**src/rtl/core/mlrq_pkg.sv**
```systemverilog
`timescale 1ns / 1ps
// ----------------------------------------------------------------------------
// mlrq_pkg
// Shared types for the multilevel ready queue scheduler.
// ----------------------------------------------------------------------------
package mlrq_pkg;

    localparam int unsigned PID_W  = 6;
    localparam int unsigned PRIO_W = 4;
    localparam int unsigned TICK_W = 16;

    typedef enum logic {
        FUNC_ENQ = 1'b0,
        FUNC_DEQ = 1'b1
    } t_func;

    typedef struct packed {
        logic              func;
        logic [PID_W-1:0]  process_id;
        logic [PRIO_W-1:0] priority_req;
        logic [TICK_W-1:0] ticks_rem;
        logic [TICK_W-1:0] quantum;
        logic [PID_W-1:0]  current_id;
        logic              current_valid;
    } t_req;

    typedef struct packed {
        logic [PRIO_W-1:0] queue_used;
        logic              placed_front;
        logic [TICK_W-1:0] ticks_after;
        logic              removed;
        logic [PID_W-1:0]  next_id;
        logic              next_valid;
    } t_rsp;

    // controller -> datapath
    typedef struct packed {
        logic load;      // capture the request
        logic enq;       // apply enqueue
        logic walk_adv;  // take link read data, advance
        logic unlink;    // apply unlink of found node
        logic pick_clr;  // reset pick scan
        logic pick_step; // scan one queue
    } t_cmd;

    // datapath -> controller
    typedef struct packed {
        logic req_ok;
        logic is_deq;
        logic node_ok;
        logic node_hit;
        logic walk_end;
        logic need_pick;
        logic pick_end;
    } t_sts;

endpackage

```
**src/rtl/core/mlrq_ram.sv**
```systemverilog
`timescale 1ns / 1ps
// ----------------------------------------------------------------------------
// mlrq_ram
// Generic single write, single read RAM with registered read data.
// ----------------------------------------------------------------------------
module mlrq_ram #(
    parameter int unsigned WIDTH = 8,
    parameter int unsigned DEPTH = 16
) (
    input  logic                     i_clk,
    input  logic                     i_we,
    input  logic [$clog2(DEPTH)-1:0] i_waddr,
    input  logic [WIDTH-1:0]         i_wdata,
    input  logic [$clog2(DEPTH)-1:0] i_raddr,
    output logic [WIDTH-1:0]         o_rdata
);
    logic [WIDTH-1:0] r_mem [DEPTH];

    always_ff @(posedge i_clk) begin
        if (i_we) begin
            r_mem[i_waddr] <= i_wdata;
        end
        o_rdata <= r_mem[i_raddr];
    end
endmodule

```
**src/rtl/core/mlrq_dp.sv**
```systemverilog
`timescale 1ns / 1ps
// ----------------------------------------------------------------------------
// mlrq_dp
// Datapath: queue head/tail tables, link RAM, walk and pick registers.
// ----------------------------------------------------------------------------
module mlrq_dp #(
    parameter int unsigned NUM_QUEUES = 16,
    parameter int unsigned NUM_PROCS  = 64,
    parameter int unsigned TICK_BITS  = 16
) (
    input  logic           i_clk,
    input  logic           i_rst_n,
    input  mlrq_pkg::t_req i_req,
    input  mlrq_pkg::t_cmd i_cmd,
    output mlrq_pkg::t_sts o_sts,
    output mlrq_pkg::t_rsp o_rsp
);
    import mlrq_pkg::*;

    localparam int unsigned PW = $clog2(NUM_PROCS);
    localparam int unsigned QW = $clog2(NUM_QUEUES);
    localparam int unsigned EW = PW + 1;   // valid bit plus index

    t_req r_req;
    logic [EW-1:0] r_head [NUM_QUEUES];
    logic [EW-1:0] r_tail [NUM_QUEUES];
    logic [EW-1:0] r_next_run, r_last_ref;
    logic [EW-1:0] r_prev, r_node;
    logic [PW:0]   r_steps;
    logic [QW:0]   r_pq;
    logic          r_removed;

    logic          w_we;
    logic [PW-1:0] w_waddr, w_raddr;
    logic [EW-1:0] w_wdata, w_rdata;

    // tail append: link of the old tail, written the cycle after enq
    logic          r_tl_we;
    logic [PW-1:0] r_tl_addr;
    logic [EW-1:0] r_tl_data;

    mlrq_ram #(.WIDTH(EW), .DEPTH(NUM_PROCS)) u_link (
        .i_clk  (i_clk),
        .i_we   (w_we),
        .i_waddr(w_waddr),
        .i_wdata(w_wdata),
        .i_raddr(w_raddr),
        .o_rdata(w_rdata)
    );

    logic [PW-1:0] w_pid;
    logic [QW-1:0] w_q;
    logic [EW-1:0] w_me;
    logic          w_has_time;
    logic [TICK_BITS-1:0] w_ticks_in, w_quant_in;
    logic          w_pid_ok, w_q_ok;

    assign w_pid_ok   = 32'(r_req.process_id) < NUM_PROCS;
    assign w_q_ok     = 32'(r_req.priority_req) < NUM_QUEUES;
    assign w_pid      = PW'(r_req.process_id);
    assign w_q        = QW'(r_req.priority_req);
    assign w_me       = {1'b1, w_pid};
    assign w_ticks_in = TICK_BITS'(r_req.ticks_rem);
    assign w_quant_in = TICK_BITS'(r_req.quantum);
    assign w_has_time = w_ticks_in != '0;

    // link RAM read/write selection
    always_comb begin
        w_we    = 1'b0;
        w_waddr = w_pid;
        w_wdata = '0;
        w_raddr = r_node[PW-1:0];
        if (i_cmd.enq) begin
            w_we = 1'b1;
            if (!r_head[w_q][EW-1]) begin
                w_wdata = '0;
            end else if (w_has_time) begin
                w_wdata = r_head[w_q];
            end else begin
                w_wdata = '0;
            end
        end else if (i_cmd.unlink) begin
            // r_node holds the found node; w_rdata holds its successor
            w_we    = r_prev[EW-1];
            w_waddr = r_prev[PW-1:0];
            w_wdata = w_rdata;
        end else if (r_tl_we) begin
            w_we    = 1'b1;
            w_waddr = r_tl_addr;
            w_wdata = r_tl_data;
        end
    end

    // skip the old tail's link when the old tail is this process: its link
    // is cleared by the enqueue itself
    logic w_tail_link;
    assign w_tail_link = i_cmd.enq && r_head[w_q][EW-1] && !w_has_time
                         && r_tail[w_q][EW-1] && (r_tail[w_q][PW-1:0] != w_pid);

    logic [QW-1:0] w_pq;
    assign w_pq = r_pq[QW-1:0];

    always_ff @(posedge i_clk) begin
        if (!i_rst_n) begin
            for (int i = 0; i < NUM_QUEUES; i++) begin
                r_head[i] <= '0;
                r_tail[i] <= '0;
            end
            r_next_run <= '0;
            r_last_ref <= '0;
            r_removed  <= 1'b0;
            r_pq       <= '0;
            r_steps    <= '0;
            r_prev     <= '0;
            r_node     <= '0;
        end else begin
            if (i_cmd.load) begin
                r_req     <= i_req;
                r_removed <= 1'b0;
                r_prev    <= '0;
                r_node    <= r_head[QW'(i_req.priority_req)];
                r_steps   <= '0;
            end
            if (i_cmd.enq) begin
                if (!w_has_time) begin
                    r_last_ref <= w_me;
                end
                if (!r_head[w_q][EW-1]) begin
                    r_head[w_q] <= w_me;
                    r_tail[w_q] <= w_me;
                end else if (w_has_time) begin
                    r_head[w_q] <= w_me;
                end else begin
                    r_tail[w_q] <= w_me;
                end
            end
            if (i_cmd.walk_adv) begin
                r_prev  <= r_node;
                r_node  <= w_rdata;
                r_steps <= r_steps + 1'b1;
            end
            if (i_cmd.unlink) begin
                if (!r_prev[EW-1]) begin
                    r_head[w_q] <= w_rdata;
                end
                if (r_tail[w_q] == w_me) begin
                    r_tail[w_q] <= r_prev;
                end
                r_removed <= 1'b1;
            end
            if (i_cmd.pick_clr) begin
                r_pq <= '0;
            end
            if (i_cmd.pick_step) begin
                if (r_head[w_pq][EW-1]) begin
                    r_next_run <= r_head[w_pq];
                    r_pq       <= (QW+1)'(NUM_QUEUES);
                end else begin
                    r_pq <= r_pq + 1'b1;
                end
            end
        end
    end

    // register the tail link; it lands in the first pick cycle,
    // when the link RAM is otherwise idle
    always_ff @(posedge i_clk) begin
        if (!i_rst_n) begin
            r_tl_we <= 1'b0;
        end else begin
            r_tl_we <= w_tail_link;
        end
        r_tl_addr <= r_tail[w_q][PW-1:0];
        r_tl_data <= w_me;
    end

    logic w_node_ok;
    assign w_node_ok = r_node[EW-1] && (32'(r_node[PW-1:0]) < NUM_PROCS);

    always_comb begin
        o_sts.req_ok    = w_pid_ok && w_q_ok;
        o_sts.is_deq    = r_req.func == FUNC_DEQ;
        o_sts.node_ok   = w_node_ok;
        o_sts.node_hit  = r_node[PW-1:0] == w_pid;
        o_sts.walk_end  = 32'(r_steps) >= NUM_PROCS;
        o_sts.need_pick = (r_req.current_valid && r_req.current_id == PID_W'(w_pid))
                          || r_next_run == w_me;
        o_sts.pick_end  = 32'(r_pq) >= NUM_QUEUES;
    end

    always_comb begin
        o_rsp = '0;
        if (w_pid_ok && w_q_ok) begin
            if (r_req.func == FUNC_ENQ) begin
                o_rsp.queue_used   = PRIO_W'(w_q);
                o_rsp.placed_front = w_has_time;
                o_rsp.ticks_after  = TICK_W'(w_has_time ? w_ticks_in : w_quant_in);
            end else begin
                o_rsp.removed = r_removed;
            end
        end
        o_rsp.next_id    = PID_W'(r_next_run[PW-1:0]);
        o_rsp.next_valid = r_next_run[EW-1];
    end
endmodule

```
**src/rtl/core/mlrq_ctrl.sv**
```systemverilog
`timescale 1ns / 1ps
// ----------------------------------------------------------------------------
// mlrq_ctrl
// Controller: sequences enqueue, dequeue walk, pick and result beat.
// ----------------------------------------------------------------------------
module mlrq_ctrl (
    input  logic           i_clk,
    input  logic           i_rst_n,
    input  logic           i_start,
    input  mlrq_pkg::t_sts i_sts,
    output mlrq_pkg::t_cmd o_cmd,
    output logic           o_busy,
    output logic           o_valid
);
    import mlrq_pkg::*;

    typedef enum logic [2:0] {
        S_IDLE, S_DECODE, S_RD, S_CHK, S_UNLINK, S_PICK, S_DONE
    } t_state;

    t_state r_state;

    always_comb begin
        o_cmd = '0;
        o_cmd.load     = (r_state == S_IDLE) && i_start;
        o_cmd.enq      = (r_state == S_DECODE) && i_sts.req_ok && !i_sts.is_deq;
        o_cmd.pick_clr = r_state == S_DECODE || r_state == S_UNLINK;
        o_cmd.walk_adv = (r_state == S_CHK) && i_sts.node_ok && !i_sts.node_hit
                         && !i_sts.walk_end;
        o_cmd.unlink   = r_state == S_UNLINK;
        o_cmd.pick_step = (r_state == S_PICK) && !i_sts.pick_end;
    end

    always_ff @(posedge i_clk) begin
        if (!i_rst_n) begin
            r_state <= S_IDLE;
            o_busy  <= 1'b0;
            o_valid <= 1'b0;
        end else begin
            o_valid <= 1'b0;
            unique case (r_state)
                S_IDLE: begin
                    if (i_start) begin
                        r_state <= S_DECODE;
                        o_busy  <= 1'b1;
                    end
                end
                S_DECODE: begin
                    if (!i_sts.req_ok) begin
                        r_state <= S_DONE;
                    end else if (i_sts.is_deq) begin
                        r_state <= S_RD;
                    end else begin
                        r_state <= S_PICK;
                    end
                end
                S_RD: r_state <= S_CHK;
                S_CHK: begin
                    if (!i_sts.node_ok || i_sts.walk_end) begin
                        r_state <= S_DONE;
                    end else if (i_sts.node_hit) begin
                        r_state <= S_UNLINK;
                    end else begin
                        r_state <= S_RD;
                    end
                end
                S_UNLINK: r_state <= i_sts.need_pick ? S_PICK : S_DONE;
                S_PICK: begin
                    if (i_sts.pick_end) begin
                        r_state <= S_DONE;
                    end
                end
                S_DONE: begin
                    o_valid <= 1'b1;
                    o_busy  <= 1'b0;
                    r_state <= S_IDLE;
                end
                default: r_state <= S_IDLE;
            endcase
        end
    end
endmodule

```
**src/rtl/core/multilevel_ready_queue_scheduler.sv**
```systemverilog
`timescale 1ns / 1ps
// ----------------------------------------------------------------------------
// multilevel_ready_queue_scheduler
// One linked ready queue per priority level over a fixed process table.
// ----------------------------------------------------------------------------
// A request is taken when start is high and busy is low. Enqueue ends with
// a pick that scans one queue head per cycle; dequeue walks the link RAM, each
// link in a read state and a check state, and runs the pick scan only after
// removing the running or next process. The result beat is shown for one
// cycle with o_valid; the receiver cannot stall it, so capture it then.
module multilevel_ready_queue_scheduler #(
    parameter int unsigned NUM_QUEUES = 16,
    parameter int unsigned NUM_PROCS  = 64,
    parameter int unsigned TICK_BITS  = 16
) (
    input  logic           i_clk,
    input  logic           i_rst_n,
    input  logic           start,
    output logic           busy,
    input  mlrq_pkg::t_req i_req,
    output logic           o_valid,
    output mlrq_pkg::t_rsp o_rsp
);
    import mlrq_pkg::*;

    t_cmd w_cmd;
    t_sts w_sts;
    t_rsp w_rsp;
    logic w_valid;

    mlrq_ctrl u_ctrl (
        .i_clk  (i_clk),
        .i_rst_n(i_rst_n),
        .i_start(start),
        .i_sts  (w_sts),
        .o_cmd  (w_cmd),
        .o_busy (busy),
        .o_valid(w_valid)
    );

    mlrq_dp #(
        .NUM_QUEUES(NUM_QUEUES),
        .NUM_PROCS (NUM_PROCS),
        .TICK_BITS (TICK_BITS)
    ) u_dp (
        .i_clk  (i_clk),
        .i_rst_n(i_rst_n),
        .i_req  (i_req),
        .i_cmd  (w_cmd),
        .o_sts  (w_sts),
        .o_rsp  (w_rsp)
    );

    assign o_valid = w_valid;
    assign o_rsp   = w_rsp;
endmodule

```
**config.mk**
```make
export PLATFORM = sky130hd
export DESIGN_NAME = multilevel_ready_queue_scheduler
export DESIGN_NICKNAME = d
export VERILOG_FILES = /design/src/rtl/core/mlrq_pkg.sv /design/src/rtl/core/mlrq_ram.sv /design/src/rtl/core/mlrq_dp.sv /design/src/rtl/core/mlrq_ctrl.sv /design/src/rtl/core/multilevel_ready_queue_scheduler.sv
export SDC_FILE = /design/constraint.sdc
export NUM_CORES = 1
export LEC_CHECK = 0
export ABC_AREA = 1
export BUFFER_PORTS_ARGS = -buffer_cell sky130_fd_sc_hd__buf_4
export CAP_MARGIN = 10
export CELL_PAD_IN_SITES_DETAIL_PLACEMENT = 1
export CELL_PAD_IN_SITES_GLOBAL_PLACEMENT = 1
export CORE_ASPECT_RATIO = 1.25
export CORE_MARGIN = 1.5
export CORE_UTILIZATION = 40
export DETAILED_ROUTE_END_ITERATION = 10
export GPL_TIMING_DRIVEN = 0
export HOLD_SLACK_MARGIN = 0.06
export PLACE_DENSITY = 0.66
export RECOVER_POWER = 25
export SYNTH_ARGS = -nofsm -noshare
export SYNTH_HDL_FRONTEND = slang
export SYNTH_SLANG_ARGS = --single-unit
```
**constraint.sdc**
```tcl
create_clock -name i_clk -period 8.6 [get_ports i_clk]
set_clock_uncertainty 0.15 [all_clocks]
set_input_delay 0 -clock i_clk [delete_from_list [all_inputs] [get_ports i_clk]]
set_output_delay 0 -clock i_clk [all_outputs]
set_load 0.02 [all_outputs]
```
==> out/summary.txt <==
status = finished with violations
most numerous cell in the Yosys netlist = edfxtp_1
failing checks = max-capacitance violations, max-slew violations
#FFs+latches synth = 789
WP buf/inv = 4
element type at the critical path end = flop
die extent in x = 268 um
Critical Path AT = 6120 ps
synth unique cells = 42
worst min path class = in -> reg
clock slew at reported path FFs = 60 ps
Slew Viols, Final = 105
clk buf depth = 3
Worst VDD drop = 0.225 mV
fraction of layout cells with a size suffix above 1 = 5.74%
commonest cells in the netlist = 722 x edfxtp_1, 680 x nor2_1, 449 x o21ai_0, 401 x nand2_1, 190 x inv_1
via/cell ratio = 5.76
vias in the first global route = 29000
adder-cell share of the synthesized area = 0.107%
total CTS buffers = 83
Routed WL per cell = 28.8 um
period utilisation layout = 71.4%
Pwr Total = 12100 uW
buffers added on ports = 82
ys async rst share = 0%
top-area cell type share of the netlist area = 61.9%
initial antenna violation count = 0
# H-tree levels = 3
Post-synth EDFFs = 722
row count = 121
PD cells = 299 nW/um^2
highest clock rate = 0.163 GHz
crit path max-delay cell type = clkbuf_1
max-cap check violation count = 3
Tightest Pin Transition = 2840 ps
post-synthesis simple-gate area fraction = 14.9%
Max stage delay on crit path = 1590 ps
CP required = 8580 ps
Syn Area/Cell = 10.3 sq um
Post-DRT Antenna Nets = 0
commonest register cell after synthesis = edfxtp_1
Mapped Nets = 3448
CTS tree = yes
Crit Path Category = reg -> reg
drc violations = 0
synthesized area = 35000 sq um
crit-path max FO = 43
full die area = 89300 sq um
DRT Pass-1 Iters = 5
Initial Utilization = 40.3%
Post-Synthesis Cells = 3392
largest net degree at the start of global routing = 44
Layout Utilization = 46.8%
Top cell by count, worst path = clkbuf_1
compound-gate portion of the synthesized area = 14.2%
GRT overflow = 0
clock root buffer master = clkbuf_16
P&R area growth vs syn = 16.3%
vias = 28200
worst skew pair latency = 650 ps
cell taking the most area after synthesis = edfxtp_1
Slew HR = -90.3%
Pleak = 0.0144 uW
die height = 334 um
Final Hold Viols = 0
Setup Viol. Count Final = 0
CTS sink count = 789
Tmin final = 6140 ps
Seq/Total Area, Yosys = 65.8%
Synth area leaders = edfxtp_1 62%, nor2_1 7.3%, o21ai_0 6.4%, nand2_1 4.3%, dfxtp_1 3.8%
Post-Route WL = 141000 um
mux contribution to synthesized area = 0%
Post-DP HPWL = 101000 um
nets = 3726
I/O pin total = 84
Cell Chain, Critical Path = clkbuf_1, clkbuf_1, clkbuf_1, o211ai_1, nand3_1, nand3_1, nand2_1, nand2_1, nand2_1, clkbuf_1
family with the most delay on the worst path = buffers and inverters
Post-CTS Setup Bufs = 0
DRT iter0 DRCs = 2754
global-route wire length before repair = 202000 um
Global Route Usage Sum = 31.7%
GPL Wtd Cong = 1.02
unrepaired setup endpoints after global routing = false
crit start category = flop
largest family of logic cells by synthesized area = simple AND/OR/NAND/NOR gates
Synth Area in XOR/XNOR = 0.250%
number of synthesis warnings = 0
area of the core region = 86900 sq um
[final cells by class]
cell class / count / area, sq um
Fill cell: 9618 / 46200
Clock inverter: 32 / 344
Sequential cell: 789 / 23000
Multi-Input combinational cell: 2186 / 10300
Antenna cell: 1 / 2.50
Buffer: 221 / 902
Tap cell: 1168 / 1460
Clock buffer: 114 / 2300
Inverter: 196 / 736
Timing Repair Buffer: 193 / 1670
[worst paths after layout]
check                                             start                                  to  slack [ps]  cells past startpoint
worst min-delay path                              start      u_ctrl.r_state[1]$_SDFFE_PN0P_         200                      6
worst min register to register  u_dp.w_pid[2]$_DFFE_PP_           u_dp.r_tl_data[2]$_DFF_P_         220                      0
worst max-delay path                               flop  u_dp.u_link.r_mem[20][6]$_DFFE_PP_        2460                     10
worst max register to register                     flop  u_dp.u_link.r_mem[20][6]$_DFFE_PP_        2460                     10
[flip-flops by register name, indices dropped and copies added, names as in the netlist, 3 cells and up, named ones only]
signal	count
u_dp.r_prev	7
u_dp.r_steps	7
u_dp.r_head	112
u_dp.r_next_run	7
u_dp.w_pid	6
u_dp.w_q	4
u_dp.w_ticks_in	16
u_dp.w_quant_in	16
u_dp.r_tl_addr	6
u_ctrl.r_state	3
u_dp.u_link.r_mem	448
u_dp.r_tl_data	6
u_dp.u_link.o_rdata	7
u_dp.r_tail	112
u_dp.r_node	7
u_dp.r_req	7
u_dp.r_pq	5
[worst reg2reg max path, cell delays in order, from the launching register on]
cell and delay, ps:
dfxtp_1 310, clkbuf_1 390, clkbuf_1 650, clkbuf_1 490
o211ai_1 180, nand3_1 120, nand3_1 190, nand2_1 160
nand2_1 440, nand2_1 930, clkbuf_1 1600
[routing by layer]
layer	wire length (um)	up-vias	track usage (%)
li1	-	12500	-
met3	7830	467	4.24
met2	68800	1123	53.9
met1	52700	14100	36.5
met5	0	-	0
met4	11900	0	22.8
[cell usage in the layout (no fill, tap or decap), types with 82 or more instances in the layout]
cell	netlist	layout
edfxtp_1	722	722
o211ai_1	81	82
clkbuf_16	0	85
nor2_1	680	681
a21oi_1	148	148
nand2_1	401	423
dlygate4sd3_1	0	102
clkbuf_1	174	241
inv_1	190	190
o21ai_0	449	443
nand3_1	154	155
o22ai_1	132	132
[logic make-up (layout without fill, tap and decap cells)]
| kind of cell | after synthesis | after routing |
|---|---|---|
| fa+ha+maj | 3 | 3 |
| buf+inv | 417 | 756 |
| simple gates | 1288 | 1288 |
| compound gates | 885 | 885 |
| other cells | 0 | 1 |
| flops | 789 | 789 |
| xor+xnor | 10 | 10 |
[power breakdown]
group / leakage (uW) / switching [uW] / internal [uW]
Combinational: 0.00560 / 3020 / 854
Clock: 0.00129 / 1530 / 2070
Sequential: 0.00747 / 98.4 / 4580
[metrics by stage]
stage               setup slack [ps]  hold slack (ps)  TNS, ps  instance area (sq um)  instances
floorplan                       3520            -51.1        0                  35000       3392
global placement               -1830             28.8  -511120                  37100       4642
detailed placement              4380             29.3        0                  37300       4651
CTS                             4360              164        0                  41000       4899
global route                    2160              241        0                  40700       4899
finish                          2460              202        0                  40700       4900
[timing repair]
action / 4_1_cts / 5_1_grt
gates resized for setup: 0 / 0
hold endpoints to repair: 70 / 0
hold buffers: 102 / 0
Power figures use the tool's default switching activity.
